===== src/rtl/core/imu_sensor_frame_parser_macros.svh =====
// Assertion macros shared by the IMU frame parser modules.
`ifndef IMU_SENSOR_FRAME_PARSER_MACROS_SVH
`define IMU_SENSOR_FRAME_PARSER_MACROS_SVH

// Same-cycle implication, checked on the rising clock edge outside reset.
`define ISFP_ASSERT_NOW(lbl, ante, cons, msg) \
	lbl: assert property (@(posedge clk) disable iff (!arst_n) (ante) |-> (cons)) \
		else $error(msg);

// Next-cycle implication, checked on the rising clock edge outside reset.
`define ISFP_ASSERT_NEXT(lbl, ante, cons, msg) \
	lbl: assert property (@(posedge clk) disable iff (!arst_n) (ante) |=> (cons)) \
		else $error(msg);

`endif


===== src/rtl/core/isfp_pkg.sv =====
// Types and constants shared by the IMU frame parser modules.
package isfp_pkg;

	localparam logic [7:0] HDR_BYTE   = 8'h55;
	localparam logic [3:0] FRAME_LAST = 4'd10;

	localparam logic [7:0] TYPE_ACC   = 8'h51;
	localparam logic [7:0] TYPE_GYRO  = 8'h52;
	localparam logic [7:0] TYPE_ANGLE = 8'h53;
	localparam logic [7:0] TYPE_MAG   = 8'h54;
	localparam logic [7:0] TYPE_VOLT  = 8'h55;

	// Conversion class picked by the front end from the type byte.
	localparam logic [2:0] KIND_RAW   = 3'd0;
	localparam logic [2:0] KIND_ACC   = 3'd1;
	localparam logic [2:0] KIND_GYRO  = 3'd2;
	localparam logic [2:0] KIND_ANGLE = 3'd3;
	localparam logic [2:0] KIND_MAG   = 3'd4;
	localparam logic [2:0] KIND_VOLT  = 3'd5;

	// Configuration register indexes.
	localparam logic [0:0] REG_GZ_CLAMP   = 1'd0;
	localparam logic [0:0] REG_MISS_LIMIT = 1'd1;

	typedef struct packed {
		logic               evt;
		logic [7:0]         ftype;
		logic [2:0]         kind;
		logic signed [15:0] w0;
		logic signed [15:0] w1;
		logic signed [15:0] w2;
		logic               health;
		logic [15:0]        count;
	} job_t;

	typedef struct packed {
		logic               evt;
		logic [7:0]         ftype;
		logic signed [31:0] x;
		logic signed [31:0] y;
		logic signed [31:0] z;
		logic               health;
		logic [15:0]        count;
	} res_t;

endpackage


===== src/rtl/core/isfp_fifo.sv =====
// Small register-based first-in first-out queue.
`include "imu_sensor_frame_parser_macros.svh"

module isfp_fifo #(
	parameter int W     = 8,
	parameter int DEPTH = 2
) (
	input  logic                           clk,
	input  logic                           arst_n,
	input  logic                           push,
	input  logic [W-1:0]                   wdata,
	input  logic                           pop,
	output logic [W-1:0]                   rdata,
	output logic                           full,
	output logic                           empty,
	output logic [$clog2(DEPTH+1)-1:0]     count
);

	localparam int PW = $clog2(DEPTH);
	localparam int CW = $clog2(DEPTH + 1);

	logic [W-1:0]  mem_q [DEPTH];
	logic [PW-1:0] wr_q;
	logic [PW-1:0] rd_q;
	logic [CW-1:0] cnt_q;

	assign rdata = mem_q[rd_q];
	assign full  = (cnt_q == CW'(DEPTH));
	assign empty = (cnt_q == '0);
	assign count = cnt_q;

	always_ff @(posedge clk) begin
		if (push) begin
			mem_q[wr_q] <= wdata;
		end
	end

	always_ff @(posedge clk or negedge arst_n) begin
		if (!arst_n) begin
			wr_q  <= '0;
			rd_q  <= '0;
			cnt_q <= '0;
		end else begin
			if (push) begin
				wr_q <= (wr_q == PW'(DEPTH - 1)) ? '0 : wr_q + PW'(1);
			end
			if (pop) begin
				rd_q <= (rd_q == PW'(DEPTH - 1)) ? '0 : rd_q + PW'(1);
			end
			case ({push, pop})
				2'b10:   cnt_q <= cnt_q + CW'(1);
				2'b01:   cnt_q <= cnt_q - CW'(1);
				default: cnt_q <= cnt_q;
			endcase
		end
	end

	`ISFP_ASSERT_NOW(a_no_overflow, push, !full || pop, "queue written while full")
	`ISFP_ASSERT_NOW(a_no_underflow, pop, !empty, "queue read while empty")

endmodule


===== src/rtl/core/isfp_front.sv =====
// Front end: byte intake, frame assembly, poll timeout and frame classification.
`include "imu_sensor_frame_parser_macros.svh"

module isfp_front (
	input  logic                clk,
	input  logic                arst_n,
	input  logic                push,
	input  logic                full,
	input  logic                func,
	input  logic [7:0]          rx_byte,
	input  logic [7:0]          miss_limit,
	output logic                job_valid,
	output isfp_pkg::job_t      job
);

	logic [3:0]  cnt_q;
	logic [7:0]  bytes_q [1:7];
	logic [7:0]  miss_q;
	logic        health_q;
	logic [15:0] frames_q;

	logic accept;
	logic byte_in;
	logic frame_done;
	logic miss_hit;
	logic [2:0] kind;

	assign accept     = push && !full;
	assign byte_in    = accept && !func;
	assign frame_done = byte_in && (cnt_q == isfp_pkg::FRAME_LAST);
	assign miss_hit   = accept && func && (miss_q == miss_limit);
	assign job_valid  = frame_done || miss_hit;

	always_comb begin
		unique case (bytes_q[1])
			isfp_pkg::TYPE_ACC:   kind = isfp_pkg::KIND_ACC;
			isfp_pkg::TYPE_GYRO:  kind = isfp_pkg::KIND_GYRO;
			isfp_pkg::TYPE_ANGLE: kind = isfp_pkg::KIND_ANGLE;
			isfp_pkg::TYPE_MAG:   kind = isfp_pkg::KIND_MAG;
			isfp_pkg::TYPE_VOLT:  kind = isfp_pkg::KIND_VOLT;
			default:              kind = isfp_pkg::KIND_RAW;
		endcase
	end

	// A timeout carries zero words and type zero, so the raw path yields zeros.
	always_comb begin
		job.evt    = !frame_done;
		job.ftype  = frame_done ? bytes_q[1] : 8'h00;
		job.kind   = frame_done ? kind : isfp_pkg::KIND_RAW;
		job.w0     = frame_done ? $signed({bytes_q[3], bytes_q[2]}) : 16'sd0;
		job.w1     = frame_done ? $signed({bytes_q[5], bytes_q[4]}) : 16'sd0;
		job.w2     = frame_done ? $signed({bytes_q[7], bytes_q[6]}) : 16'sd0;
		job.health = frame_done;
		job.count  = frame_done ? frames_q + 16'd1 : frames_q;
	end

	always_ff @(posedge clk) begin
		for (int i = 1; i <= 7; i++) begin
			if (byte_in && cnt_q == 4'(i)) begin
				bytes_q[i] <= rx_byte;
			end
		end
	end

	always_ff @(posedge clk or negedge arst_n) begin
		if (!arst_n) begin
			cnt_q    <= '0;
			miss_q   <= '0;
			health_q <= 1'b0;
			frames_q <= '0;
		end else begin
			if (byte_in) begin
				miss_q <= '0;
				if (cnt_q == '0) begin
					cnt_q <= (rx_byte == isfp_pkg::HDR_BYTE) ? 4'd1 : 4'd0;
				end else if (frame_done) begin
					cnt_q    <= '0;
					health_q <= 1'b1;
					frames_q <= frames_q + 16'd1;
				end else begin
					cnt_q <= cnt_q + 4'd1;
				end
			end else if (accept) begin
				miss_q <= miss_q + 8'd1;
				if (miss_hit) begin
					health_q <= 1'b0;
				end
			end
		end
	end

	`ISFP_ASSERT_NEXT(a_frame_rewinds, frame_done, cnt_q == '0 && health_q,
		"byte counter did not restart after a frame")
	`ISFP_ASSERT_NEXT(a_timeout_drops_health, miss_hit, !health_q,
		"health still set after a timeout")

endmodule


===== src/rtl/core/isfp_back.sv =====
// Back end: scales the payload words of known types to Q16.16 (other types pass unscaled) and applies the gyro z limit.
`include "imu_sensor_frame_parser_macros.svh"

module isfp_back #(
	parameter int OUT_DEPTH = 4
) (
	input  logic                             clk,
	input  logic                             arst_n,
	input  logic [26:0]                      gz_clamp,
	input  logic                             job_empty,
	input  isfp_pkg::job_t                   job,
	output logic                             job_pop,
	input  logic [$clog2(OUT_DEPTH+1)-1:0]   out_count,
	output logic                             out_push,
	output isfp_pkg::res_t                   res
);

	localparam int CW = $clog2(OUT_DEPTH + 1);

	localparam logic signed [25:0] K_ACC   = 26'sd20566036;
	localparam logic signed [25:0] K_GYRO  = 26'sd4000;
	localparam logic signed [25:0] K_ANGLE = 26'sd360;
	localparam logic signed [25:0] K_MAG   = 26'sd65536;
	localparam logic signed [25:0] K_VOLT  = 26'sd3379;
	localparam logic signed [25:0] K_ONE   = 26'sd1;

	function automatic logic signed [25:0] scale_of(input logic [2:0] kind,
		input logic [1:0] lane);
		logic signed [25:0] k;
		unique case (kind)
			isfp_pkg::KIND_ACC:   k = K_ACC;
			isfp_pkg::KIND_GYRO:  k = K_GYRO;
			isfp_pkg::KIND_ANGLE: k = K_ANGLE;
			isfp_pkg::KIND_MAG:   k = K_MAG;
			isfp_pkg::KIND_VOLT:  k = (lane == 2'd0) ? K_VOLT : 26'sd0;
			default:              k = K_ONE;
		endcase
		return k;
	endfunction

	logic               valid_s1;
	logic signed [41:0] prod_s1 [3];
	logic [2:0]         kind_s1;
	logic               evt_s1;
	logic [7:0]         ftype_s1;
	logic               health_s1;
	logic [15:0]        count_s1;

	logic [CW:0]        in_flight;
	logic signed [41:0] shifted [3];
	logic signed [41:0] lim;
	logic               z_clip;

	// Credit check: everything in the multiply stage must find room downstream.
	assign in_flight = {1'b0, out_count} + (CW + 1)'(valid_s1);
	assign job_pop   = !job_empty && (in_flight < (CW + 1)'(OUT_DEPTH));

	always_ff @(posedge clk) begin
		if (job_pop) begin
			prod_s1[0] <= 42'(job.w0) * 42'(scale_of(job.kind, 2'd0));
			prod_s1[1] <= 42'(job.w1) * 42'(scale_of(job.kind, 2'd1));
			prod_s1[2] <= 42'(job.w2) * 42'(scale_of(job.kind, 2'd2));
			kind_s1    <= job.kind;
			evt_s1     <= job.evt;
			ftype_s1   <= job.ftype;
			health_s1  <= job.health;
			count_s1   <= job.count;
		end
	end

	always_ff @(posedge clk or negedge arst_n) begin
		if (!arst_n) begin
			valid_s1 <= 1'b0;
		end else begin
			valid_s1 <= job_pop;
		end
	end

	always_comb begin
		for (int i = 0; i < 3; i++) begin
			case (kind_s1)
				isfp_pkg::KIND_ACC:  shifted[i] = prod_s1[i] >>> 16;
				isfp_pkg::KIND_VOLT: shifted[i] = prod_s1[i] >>> 6;
				default:             shifted[i] = prod_s1[i];
			endcase
		end
	end

	assign lim    = $signed({15'd0, gz_clamp});
	assign z_clip = (kind_s1 == isfp_pkg::KIND_GYRO)
		&& ((prod_s1[2] > lim) || (prod_s1[2] < -lim));

	always_comb begin
		res.evt    = evt_s1;
		res.ftype  = ftype_s1;
		res.x      = shifted[0][31:0];
		res.y      = shifted[1][31:0];
		res.z      = z_clip ? 32'sd0 : shifted[2][31:0];
		res.health = health_s1;
		res.count  = count_s1;
	end

	assign out_push = valid_s1;

	`ISFP_ASSERT_NOW(a_room_for_result, valid_s1, out_count < CW'(OUT_DEPTH),
		"result stage finished with no room in the output queue")

endmodule


===== src/rtl/core/imu_sensor_frame_parser.sv =====
// Top level of the IMU serial frame parser: configuration registers and block wiring.
//
// Input channel: one transaction per received UART byte (func = 0) or per empty
// poll (func = 1); it is taken at a rising edge with push high and full low.
// The front end hunts for the 0x55 header, gathers 11-byte frames and, on the
// last byte, classifies the type byte; a run of empty polls that meets
// miss_limit raises a timeout. Each such event goes into a two-entry job queue.
// The back end multiplies the three words by a per-type constant in one
// registered stage, then shifts, applies the gyro z limit and writes the output
// queue. A result shows on the result ports while empty is low and leaves with
// pop. From the accepting edge a transaction is registered in the job queue,
// the single multiply stage and the output queue, where empty falls; one
// transaction per cycle is sustained while the receiver pops. If it stalls, the
// output and then the job queue fill; full rises only when both are full. Reset
// empties both queues, clears the byte count, miss count, health and frame
// count, and reloads the configuration defaults. Configuration writes are
// always taken (cfg_ready is high) and must occur only while the block is idle.
`include "imu_sensor_frame_parser_macros.svh"

module imu_sensor_frame_parser #(
	parameter int JOB_DEPTH = 2,
	parameter int OUT_DEPTH = 4
) (
	input  logic               clk,
	input  logic               arst_n,
	input  logic               push,
	output logic               full,
	input  logic               func,
	input  logic [7:0]         rx_byte,
	output logic               empty,
	input  logic               pop,
	output logic               event_res,
	output logic [7:0]         frame_type,
	output logic signed [31:0] value_x,
	output logic signed [31:0] value_y,
	output logic signed [31:0] value_z,
	output logic               health_ok,
	output logic [15:0]        frame_count,
	input  logic               cfg_valid,
	output logic               cfg_ready,
	input  logic [0:0]         cfg_index,
	input  logic [26:0]        cfg_data
);

	localparam int JW = $bits(isfp_pkg::job_t);
	localparam int RW = $bits(isfp_pkg::res_t);

	// Configuration registers.
	logic [26:0] gz_clamp_q;
	logic [7:0]  miss_limit_q;

	logic                           job_valid;
	isfp_pkg::job_t                 job_new;
	logic [JW-1:0]                  job_rdata;
	isfp_pkg::job_t                 job_head;
	logic                           job_empty;
	logic                           job_pop;

	logic [$clog2(OUT_DEPTH+1)-1:0] out_count;
	logic                           out_push;
	isfp_pkg::res_t                 res_new;
	logic [RW-1:0]                  out_rdata;
	isfp_pkg::res_t                 res_head;
	logic                           out_pop;

	assign cfg_ready = 1'b1;

	always_ff @(posedge clk or negedge arst_n) begin
		if (!arst_n) begin
			gz_clamp_q   <= 27'd131072000;
			miss_limit_q <= 8'd10;
		end else if (cfg_valid && cfg_ready) begin
			case (cfg_index)
				isfp_pkg::REG_GZ_CLAMP:   gz_clamp_q   <= cfg_data;
				isfp_pkg::REG_MISS_LIMIT: miss_limit_q <= cfg_data[7:0];
				default:                  miss_limit_q <= miss_limit_q;
			endcase
		end
	end

	isfp_front u_front (
		.clk        (clk),
		.arst_n     (arst_n),
		.push       (push),
		.full       (full),
		.func       (func),
		.rx_byte    (rx_byte),
		.miss_limit (miss_limit_q),
		.job_valid  (job_valid),
		.job        (job_new)
	);

	// The front end only produces a job on an accepted transaction, and
	// acceptance already requires room in this queue.
	isfp_fifo #(
		.W     (JW),
		.DEPTH (JOB_DEPTH)
	) u_job_q (
		.clk    (clk),
		.arst_n (arst_n),
		.push   (job_valid),
		.wdata  (job_new),
		.pop    (job_pop),
		.rdata  (job_rdata),
		.full   (full),
		.empty  (job_empty),
		.count  ()
	);

	assign job_head = isfp_pkg::job_t'(job_rdata);

	isfp_back #(
		.OUT_DEPTH (OUT_DEPTH)
	) u_back (
		.clk       (clk),
		.arst_n    (arst_n),
		.gz_clamp  (gz_clamp_q),
		.job_empty (job_empty),
		.job       (job_head),
		.job_pop   (job_pop),
		.out_count (out_count),
		.out_push  (out_push),
		.res       (res_new)
	);

	// The back end reserves a slot before it starts a job, so this queue
	// never sees a write while full.
	isfp_fifo #(
		.W     (RW),
		.DEPTH (OUT_DEPTH)
	) u_out_q (
		.clk    (clk),
		.arst_n (arst_n),
		.push   (out_push),
		.wdata  (res_new),
		.pop    (out_pop),
		.rdata  (out_rdata),
		.full   (),
		.empty  (empty),
		.count  (out_count)
	);

	assign out_pop  = pop && !empty;
	assign res_head = isfp_pkg::res_t'(out_rdata);

	assign event_res   = res_head.evt;
	assign frame_type  = res_head.ftype;
	assign value_x     = res_head.x;
	assign value_y     = res_head.y;
	assign value_z     = res_head.z;
	assign health_ok   = res_head.health;
	assign frame_count = res_head.count;

	`ISFP_ASSERT_NEXT(a_cfg_miss_limit, cfg_valid && cfg_index == isfp_pkg::REG_MISS_LIMIT,
		miss_limit_q == $past(cfg_data[7:0]), "miss limit write was lost")

endmodule


===== config.mk =====
export PLATFORM = sky130hd
export DESIGN_NAME = imu_sensor_frame_parser
export DESIGN_NICKNAME = d
export VERILOG_FILES = /design/src/rtl/core/isfp_pkg.sv /design/src/rtl/core/isfp_fifo.sv /design/src/rtl/core/isfp_front.sv /design/src/rtl/core/isfp_back.sv /design/src/rtl/core/imu_sensor_frame_parser.sv
export VERILOG_INCLUDE_DIRS = /design/src /design/src/rtl/core
export SDC_FILE = /design/constraint.sdc
export NUM_CORES = 2
export LEC_CHECK = 0
export ABC_AREA = 1
export BUFFER_PORTS_ARGS = -buffer_cell sky130_fd_sc_hd__buf_2
export CAP_MARGIN = 20
export CORE_MARGIN = 2
export CORE_UTILIZATION = 45
export CTS_CLUSTER_DIAMETER = 50
export DETAILED_ROUTE_END_ITERATION = 8
export GPL_TIMING_DRIVEN = 0
export HOLD_SLACK_MARGIN = 0.12
export PLACE_DENSITY_LB_ADDON = 0.25
export SLEW_MARGIN = 30
export SYNTH_ARGS = -nofsm -noshare
export SYNTH_HDL_FRONTEND = slang
export SYNTH_HIERARCHICAL = 1
export SYNTH_SLANG_ARGS = --single-unit
export TNS_END_PERCENT = 30

===== constraint.sdc =====
create_clock -name clk -period 8.6 [get_ports clk]
set_input_delay 1.29 -clock clk [delete_from_list [all_inputs] [get_ports clk]]
set_output_delay 1.29 -clock clk [all_outputs]
set_load 0.01 [all_outputs]

* Yosys cells after proc, flatten, opt, wreduce, memory -nomap -nowiden *
Memory sizes are Yosys's and may differ from the RTL's.
Index checks and enable logic that the tools add are counted.
Widths: inputs -> output; s select.

word-level totals
  memories kept = 4
  bits of input ports = 42
  output and inout port bits = 125
  word-level logic and storage cells = 173
  RAM bits = 824
  bits in registers = 104

cells by class
  equality and inequality tests = 30
  order comparisons = 3
  reduce and logical (&&, ||, !) cells = 37
  multiply operators = 3
  muxes and demuxes = 64
  $add $sub $neg = 13
  bitwise gates (word level) = 2

memories
  name             depth  bits a word  read ports  clocked after Yosys merged registers in  wr ports  line              text
  u_out_q.mem_q    4      122          1           0                                        1         isfp_fifo.sv:22   logic [W-1:0] mem_q [DEPTH];
  u_job_q.mem_q    2      77           1           0                                        1         isfp_fifo.sv:22
  u_back.prod_s1   3      42           3           0                                        3         isfp_back.sv:42   logic signed [41:0] prod_s1 [3];
  u_front.bytes_q  7      8            7           0                                        1         isfp_front.sv:17  logic [7:0] bytes_q [1:7];

operators with widths
  operator               number
  $pmux 25 s5            2
  $pmux 32 s2            3
  $mul 16x26->42         3
  $mux 8                 9
  $mux 16                4
  $mux 26                2
  $eq 8x7->1 const B     6
  $reduce_or 8->1        6
  $gt 42x28->1           1
  $lt 42x42->1           1
  $neg 27->42            1
  $mux 32                1
  $mux 1                 29
  $mux 3                 7
  $add 16x1->16 const B  1
  $eq 4x3->1 const B     4
  $logic_and 1x1->1      15
  $pmux 3 s5             1
  $eq 2x2->1 const B     5
  $eq 3x2->1 const B     3
  $eq 3x3->1 const B     3
  $add 8x1->8 const B    1
  $eq 4x2->1 const B     2
  $eq 8x8->1             1
  24 further kinds       41

* Longest topological paths before layout *
  word-level depth = 14
  depth in mapped cells = 40
  gate-level depth less buffers = 37

* Modules after synthesis *
The synthesis kept the hierarchy.

by module, submodules not included
  module                   times used  sequential area each (µm²)  area an instance (µm²)  cells an instance
  isfp_back                1           4679.5                      40732.8                 4776
  isfp_fifo (u_out_q)      1           14829.2                     19995.4                 1477
  isfp_fifo (u_job_q)      1           4724.5                      6279.8                  426
  isfp_front               1           2382.3                      4140.2                  448
  imu_sensor_frame_parser  1           885.8                       1455.1                  156

* Worst setup path after synthesis *
Ideal clock, no wire load.

  path type = register to register
  start point = register u_job_q.rd_q
  end point = memory u_back.prod_s1[1][29] (netlist: u_back/prod_s1[0][71]) (data pin)
  arrival time = 6610 ps
  period minus slack after synthesis = 6869 ps
  path slack = 1731 ps
  cell stages (with the launch flop) = 30
  library setup time = 259 ps
  cell sequence = dfrtp_1 > buf_6 > buf_6 > o21ai_2 > inv_1 > ha_1 > nor2_1 > nand2_1 > clkbuf_1 > buf_1 > nor2_1 > fa_1 > fa_1 > inv_1 > fa_1 > inv_1 > fa_1 > fa_1 > inv_1 > fa_1 > inv_1 > ha_1 > a21oi_1 > o21ai_0 > a21oi_1 > nand2_1 > a21oi_1 > o21ai_0 > nand2_1 > nand2_1

RTL lines
  what                    line             text
  start, declared         isfp_fifo.sv:24  logic [PW-1:0] rd_q;
  start signal, assigned  isfp_fifo.sv:48  rd_q <= (rd_q == PW'(DEPTH - 1)) ? '0 : rd_q + PW'(1);
  end, declared           isfp_back.sv:42

==> impl_metrics.py <==
metrics = {
    "timing": {
        "setup_viol": 0,
        "setup_tns_ns": 0,
        "fin_crit_ns": 8.35,
        "worst_slack_ns": 0.254,
        "slew_headroom_pct": 32.5,
        "fmax_mhz": 120,
        "maxSlewViolCount": 0,
        "hold_viol": 0,
        "grt_setup_unrepaired": "no",
        "worst_pin_slew_ns": 1.01,
        "fin_worst_skew_ns": 0.0253,
        "period_share_pct": 97.0,
    },
    "grt": {
        "grt_max_degree": 97,
        "grt_pass1_vias": 51300,
        "antenna_found_initial": 9,
        "grt_pass1_wl_um": 307000,
        "grt_overflow": 0,
        "gr-usage-all-layers_pct": 24.7,
    },
    "routing": {
        "dr.pass1.iters": 6,
        "final_antenna_net_count": 0,
        "viasPerCell": 5.13,
        "wl_per_cell_um": 20.4,
        "wirelength_um": 201000,
        "drt_iter0_drc": 3882,
        "drcViolationCount": 0,
        "via_count": 50300,
    },
    "pwr": {
        "power_density_mw_per_mm2": 260,
        "vdd_ir_drop_max_mv": 0.192,
        "power.leakage_uw": 0.0382,
    },
    "layout": {
        "synthToLayoutAreaGrowth_pct": 10.3,
        "final_nets": 8918,
        "n_fill_cell": 14700,
        "drive_above_1_share_pct": 9.02,
    },
    "cts": {
        "clkSlewWorstSetupHoldPaths_ns": 0.06,
        "cts.path.max_buffers": 3,
        "clock-root-buffer": "clkbuf_16",
        "cts_tree": "yes",
        "clock_sinks": 928,
        "clk_latency_ns": 0.72,
        "cts_max_level": 3,
        "cts-buffers-inserted": 98,
        "hold_buffers": 0,
    },
    "floorplan": {
        "rows": 147,
        "die_h_um": 406,
        "die-area_mm2": 0.165,
        "die_w_um": 406,
        "core_mm2": 0.160,
        "initial_core_util_pct": 45.3,
        "ios": 167,
    },
    "run_status": {
        "outcome": "completed",
    },
    "synth": {
        "synth_cells": 7282,
        "syn_area_mm2": 0.0726,
        "ys_warn_count": 6,
        "post_synth.cell_area_avg_um2": 9.97,
    },
    "setup_path": {
        "worstRegToRegCells": 30,
        "crit_buf_inv": 10,
        "path_delay_family": "adder cells",
        "crit_fanout": 10,
        "r2r_slack_ns": 0.25,
        "required_ns": 9.04,
        "critPathKind": "register to register",
        "r2r_end": "u_back/prod_s1[0][113]",
        "crit_path_end_kind": "register",
        "slowest_delay_ns": 0.70,
        "critPathMostFrequentCell": "fa_1",
        "start_kind": "register",
        "slowest_stage": "nor2_2",
        "worstReg2RegStart": "u_job_q/rd_q",
        "crit_arrival_ns": 8.79,
    },
    "worst_hold_path": {
        "hold_path_class": "primary input to async pin",
    },
    "job": {
        "cap_viol_max_count": 0,
    },
    "placement": {
        "gp_congestion": 0.961,
        "portBuffers": 163,
        "pre_cts_ws_ns": -0.184,
        "place_hpwl_um": 161000,
    },
}
## metrics by stage
step / util [%] / hold WS (ns) / instance area (um2) / power (uW) / cells
final: 49.9 / 0.419 / 80100 / 20800 / 9816
after global routing: 49.9 / 0.393 / 80100 / 22100 / 9813
after CTS: 49.8 / 0.379 / 79800 / 20800 / 9798
after detailed placement: 47.8 / 0.472 / 76600 / 16600 / 9621
after global placement: 47.5 / 0.466 / 76100 / 16500 / 9607
after floorplan: - / 0.449 / 72600 / 13000 / 7284
## layer usage
layer	routed length, um	GRT usage [%]
met1	92200	35.8
met2	89600	38.2
met3	13300	4.17
met4	5370	6.68
met5	41	0
## area by class of cell
class / instances / area (um2) / share of cell area, %
Buffer: 190 / 1210 / 1.52
Antenna cell: 7 / 17.5 / 0.0219
Multi-Input combinational cell: 4420 / 37600 / 46.9
Timing Repair Buffer: 188 / 1270 / 1.58
Sequential cell: 928 / 27500 / 34.3
Inverter: 1746 / 6610 / 8.25
Clock inverter: 53 / 592 / 0.739
Tap cell: 2160 / 2700 / 3.37
Clock buffer: 124 / 2610 / 3.26
## registers in the layout (all words and copies together) (netlist names)
name / cells
u_back/prod_s1: 126
u_out_q/mem_q: 488
u_back/out_push: 1
u_back/health_s1: 1
u_back/ftype_s1: 8
u_out_q/count: 3
miss_limit_q: 8
u_front/bytes_q: 56
u_front/cnt_q: 4
u_front/frames_q: 16
u_out_q/rd_q: 2
u_back/evt_s1: 1
u_job_q/count: 2
u_back/count_s1: 16
u_back/kind_s1: 3
u_job_q/mem_q: 154
u_job_q/wr_q: 1
gz_clamp_q: 27
u_front/miss_q: 8
u_job_q/rd_q: 1
u_out_q/wr_q: 2
## layout by cell type, fill, tap and decap left out, types with 45 or more instances in the layout
cell type  count
fa_1         682
clkbuf_16    100
xor2_1       119
edfxtp_1     853
inv_1       1725
a21oi_1      188
buf_6         48
clkbuf_1      80
o21ai_0      123
o221ai_1      45
o21ai_2       75
o211ai_1     217
nand2_1     1194
buf_2        216
nand3_1      150
nor2_1       557
nor2_2        46
o211ai_2      47
ha_1         622
dfrtp_1       67
## power breakdown
part	switching, uW	internal [uW]	leakage (uW)
Combinational	6180	2780	0.0277
Clock	1760	2430	0.00154
Sequential	723	6940	0.00901
Total	8660	12100	0.0382
## worst max path at each step
stage / startpoint / endpoint / slack (ns) / cells after the start
after floorplan: u_job_q/rd_q / u_back/prod_s1[0][71] / 1.73 / 29
after global routing: u_job_q/rd_q / u_back/prod_s1[0][28] / 0.003 / 29
after global placement: u_job_q/rd_q / u_back/prod_s1[0][41] / -1.32 / 29
final: u_job_q/rd_q / u_back/prod_s1[0][113] / 0.25 / 30
after detailed placement: u_job_q/rd_q / u_back/prod_s1[0][28] / -0.18 / 28
after CTS: u_job_q/rd_q / u_back/prod_s1[0][28] / 0.05 / 26
## timing repair
item,4_1_cts,5_1_grt
pin swaps,0,2
setup buffers,0,11
endpoints found under the setup margin,25,64
resized for setup,8,52
hold endpoints to repair,0,0
cloned,0,0
Power figures use the tool's default switching activity.
